<file path="config.mk">
export PLATFORM = sky130hd
export DESIGN_NAME = convex_polygon_overlap_test_unit
export DESIGN_NICKNAME = d
export VERILOG_FILES = /design/src/cpot_pkg.sv /design/src/cpot_ram.sv /design/src/convex_polygon_overlap_test_unit.sv
export SDC_FILE = /design/constraint.sdc
export NUM_CORES = 2
export LEC_CHECK = 0
export ABC_AREA = 1
export BUFFER_PORTS_ARGS = -buffer_cell sky130_fd_sc_hd__clkbuf_2
export CORE_ASPECT_RATIO = 0.75
export CORE_MARGIN = 3
export CORE_UTILIZATION = 37
export CTS_CLUSTER_SIZE = 25
export DETAILED_ROUTE_END_ITERATION = 16
export PLACE_DENSITY = 0.62
export SKIP_LAST_GASP = 1
export SLEW_MARGIN = 20
export SYNTH_ARGS = -nofsm -noshare
export SYNTH_HDL_FRONTEND = slang
export SYNTH_SLANG_ARGS = --single-unit
</file>
<file path="constraint.sdc">
create_clock -name clock -period 19.2 [get_ports clock]
set_input_delay 2.88 -clock clock [delete_from_list [all_inputs] [get_ports clock]]
set_output_delay 2.88 -clock clock [all_outputs]
set_load 0.03 [all_outputs]
</file>
<file path="src/cpot_pkg.sv">
// package for the convex polygon overlap test unit
`default_nettype none
package cpot_pkg;
   localparam int unsigned CoordWidth  = 16;
   localparam int unsigned VertexWidth = 2 * CoordWidth;
   localparam int unsigned NormWidth   = CoordWidth + 1;
   localparam int unsigned ProdWidth   = CoordWidth + NormWidth;
   localparam int unsigned ProjWidth   = ProdWidth + 1;

   typedef logic signed [CoordWidth-1:0] coord_type;
   typedef logic signed [NormWidth-1:0]  norm_type;
   typedef logic signed [ProjWidth-1:0]  proj_type;

   localparam logic PolyA = 1'b0;
   localparam logic PolyB = 1'b1;
endpackage
`default_nettype wire

</file>
<file path="src/cpot_ram.sv">
// generic single-port-write ram with registered read
`default_nettype none
module cpot_ram #(
   parameter int unsigned Width = 32,
   parameter int unsigned Depth = 8
) (
   input  wire logic                     clock,
   input  wire logic                     wr_en,
   input  wire logic [$clog2(Depth)-1:0] wr_addr,
   input  wire logic [Width-1:0]         wr_data,
   input  wire logic [$clog2(Depth)-1:0] rd_addr,
   output      logic [Width-1:0]         rd_data
);
   logic [Width-1:0] mem_ff [Depth];

   always_ff @(posedge clock) begin
      if (wr_en) begin
         mem_ff[wr_addr] <= wr_data;
      end
      rd_data <= mem_ff[rd_addr];
   end
endmodule
`default_nettype wire

</file>
<file path="src/convex_polygon_overlap_test_unit.sv">
// separating-axis overlap test for two convex polygons held in vertex rams
// a vertex without end_of_pair goes to its ram (if not full); busy stays low
// a closing request keeps busy high until an axis separates or all axes are done
// per axis: EDGE_* form the normal, PROJ projects a vertex a cycle, CHECK compares
// rsp_valid pulses in the same cycle busy drops; the receiver cannot stall
// reset clears counts, overflow flag and sequencer; ram contents stay undefined
`default_nettype none
module convex_polygon_overlap_test_unit
   import cpot_pkg::*;
#(
   parameter int unsigned MAX_VERTICES = 8
) (
   input  wire logic                  clock,
   input  wire logic                  reset,
   input  wire logic                  start,
   output      logic                  busy,
   input  wire logic                  req_polygon_select,
   input  wire logic signed [15:0]    req_vertex_x,
   input  wire logic signed [15:0]    req_vertex_y,
   input  wire logic                  req_end_of_pair,
   output      logic                  rsp_valid,
   output      logic                  rsp_overlap,
   output      logic                  rsp_bad_input
);
   localparam int unsigned AddrWidth  = (MAX_VERTICES > 1) ? $clog2(MAX_VERTICES) : 1;
   localparam int unsigned CountWidth = $clog2(MAX_VERTICES + 1);
   localparam int unsigned RamDepth   = 1 << AddrWidth;

   typedef enum logic [2:0] {
      IDLE, EDGE_RD0, EDGE_RD1, EDGE_CAP, PROJ, CHECK, DONE
   } state_type;

   state_type                 state_ff;
   logic [CountWidth-1:0]     cnt_a_ff, cnt_b_ff;
   logic                      ovf_ff;
   logic                      bad_ff, hit_ff;
   logic                      axis_poly_ff;
   logic [AddrWidth-1:0]      edge_ff;
   logic                      proj_poly_ff;
   logic [AddrWidth-1:0]      vtx_ff;
   logic                      data_ok_ff;
   logic                      data_poly_ff;
   logic                      first_a_ff, first_b_ff;
   coord_type                 ex0_ff, ey0_ff;
   norm_type                  nx_ff, ny_ff;
   proj_type                  alo_ff, ahi_ff, blo_ff, bhi_ff;

   logic                      accept;
   logic                      wr_a, wr_b;
   logic [AddrWidth-1:0]      wr_addr_a, wr_addr_b;
   logic [AddrWidth-1:0]      rd_addr_a, rd_addr_b;
   logic [VertexWidth-1:0]    rd_a, rd_b, rd_sel;
   logic [VertexWidth-1:0]    wr_data;
   logic [CountWidth-1:0]     cnt_a_in, cnt_b_in;
   logic                      ovf_in;
   logic [CountWidth-1:0]     axis_cnt, proj_cnt;
   logic [AddrWidth-1:0]      edge_next, vtx_last;
   coord_type                 rx, ry;
   logic signed [ProdWidth-1:0] px, py;
   proj_type                  p;

   assign accept  = start && !busy;
   assign wr_data = {req_vertex_y, req_vertex_x};
   assign wr_a    = accept && req_polygon_select == PolyA && cnt_a_ff < CountWidth'(MAX_VERTICES);
   assign wr_b    = accept && req_polygon_select == PolyB && cnt_b_ff < CountWidth'(MAX_VERTICES);
   assign wr_addr_a = cnt_a_ff[AddrWidth-1:0];
   assign wr_addr_b = cnt_b_ff[AddrWidth-1:0];

   assign cnt_a_in = wr_a ? cnt_a_ff + 1'b1 : cnt_a_ff;
   assign cnt_b_in = wr_b ? cnt_b_ff + 1'b1 : cnt_b_ff;
   assign ovf_in   = ovf_ff || (accept && !wr_a && !wr_b);

   assign axis_cnt  = axis_poly_ff ? cnt_b_ff : cnt_a_ff;
   assign proj_cnt  = proj_poly_ff ? cnt_b_ff : cnt_a_ff;
   assign vtx_last  = AddrWidth'(proj_cnt - 1'b1);
   assign edge_next = (CountWidth'(edge_ff) + 1'b1 < axis_cnt) ? edge_ff + 1'b1 : '0;

   always_comb begin
      rd_addr_a = vtx_ff;
      rd_addr_b = vtx_ff;
      unique case (state_ff)
         EDGE_RD0: begin
            rd_addr_a = edge_ff;
            rd_addr_b = edge_ff;
         end
         EDGE_RD1: begin
            rd_addr_a = edge_next;
            rd_addr_b = edge_next;
         end
         default: begin
         end
      endcase
   end

   cpot_ram #(.Width(VertexWidth), .Depth(RamDepth)) u_ram_a (
      .clock(clock), .wr_en(wr_a), .wr_addr(wr_addr_a), .wr_data(wr_data),
      .rd_addr(rd_addr_a), .rd_data(rd_a)
   );
   cpot_ram #(.Width(VertexWidth), .Depth(RamDepth)) u_ram_b (
      .clock(clock), .wr_en(wr_b), .wr_addr(wr_addr_b), .wr_data(wr_data),
      .rd_addr(rd_addr_b), .rd_data(rd_b)
   );

   always_comb begin
      unique case (state_ff)
         EDGE_RD1, EDGE_CAP: rd_sel = axis_poly_ff ? rd_b : rd_a;
         default:            rd_sel = data_poly_ff ? rd_b : rd_a;
      endcase
   end
   assign rx = rd_sel[CoordWidth-1:0];
   assign ry = rd_sel[VertexWidth-1:CoordWidth];
   assign px = rx * nx_ff;
   assign py = ry * ny_ff;
   assign p  = ProjWidth'(px) + ProjWidth'(py);

   assign busy = state_ff != IDLE;

   always_ff @(posedge clock) begin
      if (reset) begin
         state_ff   <= IDLE;
         cnt_a_ff   <= '0;
         cnt_b_ff   <= '0;
         ovf_ff     <= 1'b0;
         rsp_valid  <= 1'b0;
         data_ok_ff <= 1'b0;
      end else begin
         rsp_valid  <= 1'b0;
         data_ok_ff <= 1'b0;
         unique case (state_ff)
            IDLE: begin
               if (accept) begin
                  cnt_a_ff <= cnt_a_in;
                  cnt_b_ff <= cnt_b_in;
                  ovf_ff   <= ovf_in;
                  if (req_end_of_pair) begin
                     bad_ff       <= ovf_in || cnt_a_in == '0 || cnt_b_in == '0;
                     hit_ff       <= 1'b1;
                     axis_poly_ff <= PolyA;
                     edge_ff      <= '0;
                     state_ff     <= (ovf_in || cnt_a_in == '0 || cnt_b_in == '0)
                                     ? DONE : EDGE_RD0;
                  end
               end
            end
            EDGE_RD0: state_ff <= EDGE_RD1;
            EDGE_RD1: begin
               ex0_ff   <= rx;
               ey0_ff   <= ry;
               state_ff <= EDGE_CAP;
            end
            EDGE_CAP: begin
               nx_ff        <= NormWidth'(ey0_ff) - NormWidth'(ry);
               ny_ff        <= NormWidth'(rx) - NormWidth'(ex0_ff);
               proj_poly_ff <= PolyA;
               vtx_ff       <= '0;
               first_a_ff   <= 1'b1;
               first_b_ff   <= 1'b1;
               state_ff     <= PROJ;
            end
            PROJ: begin
               // issue reads, fold in the one returned last cycle
               if (data_ok_ff) begin
                  if (!data_poly_ff) begin
                     if (first_a_ff || p < alo_ff) alo_ff <= p;
                     if (first_a_ff || p > ahi_ff) ahi_ff <= p;
                     first_a_ff <= 1'b0;
                  end else begin
                     if (first_b_ff || p < blo_ff) blo_ff <= p;
                     if (first_b_ff || p > bhi_ff) bhi_ff <= p;
                     first_b_ff <= 1'b0;
                  end
               end
               if (proj_poly_ff == PolyB && vtx_ff == vtx_last && data_ok_ff
                   && data_poly_ff == PolyB && proj_cnt == CountWidth'(1)) begin
                  state_ff <= CHECK;
               end else if (!(data_ok_ff && data_poly_ff == PolyB
                              && vtx_ff == '0 && proj_poly_ff == PolyB
                              && !first_b_ff)) begin
                  data_ok_ff   <= 1'b1;
                  data_poly_ff <= proj_poly_ff;
                  if (vtx_ff == vtx_last) begin
                     if (proj_poly_ff == PolyA) begin
                        proj_poly_ff <= PolyB;
                        vtx_ff       <= '0;
                     end else begin
                        data_ok_ff <= 1'b1;
                        state_ff   <= CHECK;
                     end
                  end else begin
                     vtx_ff <= vtx_ff + 1'b1;
                  end
               end
            end
            CHECK: begin
               if (data_ok_ff) begin
                  // last vertex of b arrives here
                  if (first_b_ff || p < blo_ff) blo_ff <= p;
                  if (first_b_ff || p > bhi_ff) bhi_ff <= p;
                  first_b_ff <= 1'b0;
               end else begin
                  if (ahi_ff < blo_ff || bhi_ff < alo_ff) hit_ff <= 1'b0;
                  if (ahi_ff < blo_ff || bhi_ff < alo_ff) begin
                     state_ff <= DONE;
                  end else if (CountWidth'(edge_ff) + 1'b1 < axis_cnt) begin
                     edge_ff  <= edge_ff + 1'b1;
                     state_ff <= EDGE_RD0;
                  end else if (axis_poly_ff == PolyA) begin
                     axis_poly_ff <= PolyB;
                     edge_ff      <= '0;
                     state_ff     <= EDGE_RD0;
                  end else begin
                     state_ff <= DONE;
                  end
               end
            end
            DONE: begin
               rsp_valid     <= 1'b1;
               rsp_overlap   <= hit_ff && !bad_ff;
               rsp_bad_input <= bad_ff;
               cnt_a_ff      <= '0;
               cnt_b_ff      <= '0;
               ovf_ff        <= 1'b0;
               state_ff      <= IDLE;
            end
            default: state_ff <= IDLE;
         endcase
      end
   end
endmodule
`default_nettype wire
</file>
==> summary.txt <==
TIMING
---------------------------------------------------------------------------------
Final critical-path share of the clock period ......................        65.0%
Skew final .........................................................    0.0588 ns
Slew Limit Fails ...................................................            0
Setup TNS ..........................................................         0 ns
Maximum clock rate .................................................   0.0801 GHz
Setup violation total in the final timing report ...................            0
Pin slew with the least headroom to its limit ......................      1.08 ns
RSZ-0062 raised after global routing ...............................           no
Tmin final .........................................................     12.49 ns
Relative max-transition margin .....................................        28.2%
Hold violation count in the final report ...........................            0

WORST SETUP PATH
---------------------------------------------------------------------------------
Element type at the critical path end ..............................         flop
CP Data Required Time ..............................................     19.55 ns
Most frequent cell on the critical path ............................ sky130_fd_sc_hd__nand2_1
Kind of start point of the critical path ...........................         flop
Category of the most critical setup path ........................... flop to flop
Crit path arrival time .............................................     12.84 ns
Slowest library cell on the worst path ............................. sky130_fd_sc_hd__clkinv_1
Critical Path Max Stage Delay ......................................      0.67 ns
Maximum fanout count along the critical path .......................           33

RUN STATUS
---------------------------------------------------------------------------------
Run status ......................................................... finished, final reports clean

GRT
---------------------------------------------------------------------------------
Via count of the first global-routing pass .........................        39500
Largest net degree at the start of global routing ..................          230
Total global-route track usage .....................................        19.4%
Number of antenna violations at the first check in global routing ..            7
First-pass GRT wire length ......................................... 241000 microns
Gr ovfl total ......................................................            0

DIE
---------------------------------------------------------------------------------
Area of the core region ............................................ 156000 sq um
Chip height ........................................................  349 microns
Num ports ..........................................................           41
Starting utilization of the core area ..............................        37.4%
Die width ..........................................................  464 microns
Die Outline Area ................................................... 162000 sq um
Standard-cell row count ............................................          125

LOGIC SYNTHESIS
---------------------------------------------------------------------------------
Mean post-synth cell area ..........................................   9.90 sq um
Number of register bits inferred by synthesis ......................          807
Cell type contributing the most total cell area after synthesis .... sky130_fd_sc_hd__edfxtp_1
Leading post-synthesis cells by cell area .......................... sky130_fd_sc_hd__edfxtp_1 (38%), sky130_fd_sc_hd__fa_1 (21%), sky130_fd_sc_hd__ha_1 (8.5%)
Share of flip-flops with an asynchronous set or reset ..............           0%
Synth Cell Area ....................................................  58200 sq um
Post-synth EDFFs ...................................................          729
Synth unique cells .................................................           44
Share of synthesized area occupied by flip-flops and latches .......        40.3%
Portion of synthesized cell area occupied by the leading cell type .        37.6%
Number of nets produced by synthesis ...............................         6926
Syn. warnings ......................................................            0
Dominant synthesized flop cell ..................................... sky130_fd_sc_hd__edfxtp_1
Cell count after synthesis .........................................         5879

FINAL LAYOUT
---------------------------------------------------------------------------------
Syn-to-layout area delta ...........................................        9.51%
Top library cells by usage in the layout, fill and taps aside ...... sky130_fd_sc_hd__inv_1 (1304), sky130_fd_sc_hd__nand2_1 (1171), sky130_fd_sc_hd__edfxtp_1 (729)
Final net count ....................................................         6935
Most common library cell in the layout ignoring fill and taps ...... sky130_fd_sc_hd__inv_1
Fraction of layout cells with a size suffix above 1 ................        4.67%
Design Area, Final .................................................  63700 sq um

HOLD PATH
---------------------------------------------------------------------------------
Kind of path behind the tightest hold check ........................ flop to flop

DETAILED ROUTING
---------------------------------------------------------------------------------
Initial DRC count ..................................................         3528
First drt pass iteration count .....................................            6
Total wire length .................................................. 157000 microns
Detailed-route via count ...........................................        39600
Average wire length per cell after detail routing .................. 19.5 microns
Number of nets with antenna violations after detailed routing ......            0
DRC viols ..........................................................            0
Mean number of vias per cell .......................................         4.92

CTS
---------------------------------------------------------------------------------
H-tree depth reported by CTS .......................................            3
CTS Hold Bufs ......................................................            0
Clock tree from TritonCTS ..........................................         done
CTS buffer count ...................................................           81
Number of resized instances in the post-cts repair step ............            0
Setup repair bufs after CTS ........................................            0
Sinks on Clock Net .................................................          807
Buffer levels on the longest clock path ............................            3
Latest clock arrival within the worst-skew pair ....................      0.70 ns
Clk slew on worst S/H paths ........................................      0.06 ns
Root Driver ........................................................ sky130_fd_sc_hd__clkbuf_16

PLACEMENT
---------------------------------------------------------------------------------
Final HPWL from detailed placement ................................. 115000 microns
Number of buffer cells added on primary ports ......................           40
DP Area ............................................................  61000 sq um
Final Wtd Congestion ...............................................        0.997

RUN
---------------------------------------------------------------------------------
Number of max-cap violations .......................................            0

## through the flow
step                instances  hold WS (ns)  util [%]  setup slack (ns)
CTS                      8052         0.455      40.9              6.97
global placement         7899         0.431      39.1              6.94
global route             8054         0.465      40.9              6.03
detailed placement       7900         0.439      39.2              7.04
floorplan                5879         0.424         -              8.12
finish                   8057         0.453      41.0              6.71
## cell families after synthesis
logic type	Yosys count	share of synthesized area, %
compound gates	734	7.19
xor+xnor	83	1.25
fa+ha+maj	1010	29.7
buf+inv	1507	9.93
flops	807	40.3
simple gates	1738	11.7
## metal layers
layer	up-vias	routed length [microns]	global-route usage, %
li1	18600	-	-
met3	208	14800	5.48
met5	-	112	0.321
met2	1381	65900	28.4
met1	19400	72100	28.2
met4	8	3930	5.38
## layout make-up
cell class	instances	area, sq um
Fill cell	15000	91900
Tap cell	2095	2620
Timing Repair Buffer	109	763
Antenna cell	5	12.5
Clock inverter	49	576
Multi-Input combinational cell	3565	29200
Inverter	1324	4970
Sequential cell	807	23500
Clock buffer	103	2180
## sequential cells by signal (all words and copies together), names as in the netlist, 32 cells and up
| register | flops |
|---|---|
| blo_ff | 34 |
| alo_ff | 34 |
| u_ram_b.mem_ff | 256 |
| bhi_ff | 34 |
| u_ram_b.rd_data | 32 |
| u_ram_a.mem_ff | 256 |
| u_ram_a.rd_data | 32 |
| ahi_ff | 34 |
## worst max-delay path: cells and delay by family (launching register included)
family / cells / cell delay, ns
adders and majority gates: 10 / 4.74
DFF: 1 / 0.51
and+or+nand+nor: 13 / 1.70
xor gates and xnor gates: 2 / 0.81
AOI/OAI and AO/OA: 8 / 2.04
buffers and inverters: 10 / 2.29
## synth_stat cells (6+ instances only)
master / n
sky130_fd_sc_hd__a21o_1: 13
sky130_fd_sc_hd__a21oi_1: 284
sky130_fd_sc_hd__a31oi_1: 8
sky130_fd_sc_hd__buf_1: 21
sky130_fd_sc_hd__buf_2: 84
sky130_fd_sc_hd__clkbuf_1: 74
sky130_fd_sc_hd__clkinv_1: 13
sky130_fd_sc_hd__dfxtp_1: 78
sky130_fd_sc_hd__edfxtp_1: 729
sky130_fd_sc_hd__fa_1: 616
sky130_fd_sc_hd__ha_1: 394
sky130_fd_sc_hd__inv_1: 1305
sky130_fd_sc_hd__inv_2: 6
sky130_fd_sc_hd__nand2_1: 1171
sky130_fd_sc_hd__nand3_1: 49
sky130_fd_sc_hd__nand4_1: 41
sky130_fd_sc_hd__nor2_1: 431
sky130_fd_sc_hd__nor3_1: 28
sky130_fd_sc_hd__o2111ai_1: 8
sky130_fd_sc_hd__o211ai_1: 135
sky130_fd_sc_hd__o21a_1: 13
sky130_fd_sc_hd__o21ai_0: 134
sky130_fd_sc_hd__o21ai_1: 120
sky130_fd_sc_hd__o221ai_1: 6
sky130_fd_sc_hd__xnor2_1: 23
sky130_fd_sc_hd__xor2_1: 60
## path summary, 6_finish.rpt
kind / from / endpoint / slack [ns] / depth (start not counted)
max reg2reg: state_ff[2] / bhi_ff[2] / 6.71 / 43
max: state_ff[2] / bhi_ff[2] / 6.71 / 43
min: bad_ff / rsp_bad_input / 0.45 / 0
min reg2reg: bad_ff / rsp_bad_input / 0.45 / 0
Power is left out: the tool's default activity adds up to more than one toggle a clock period on the data nets, which glitch-free logic cannot reach.
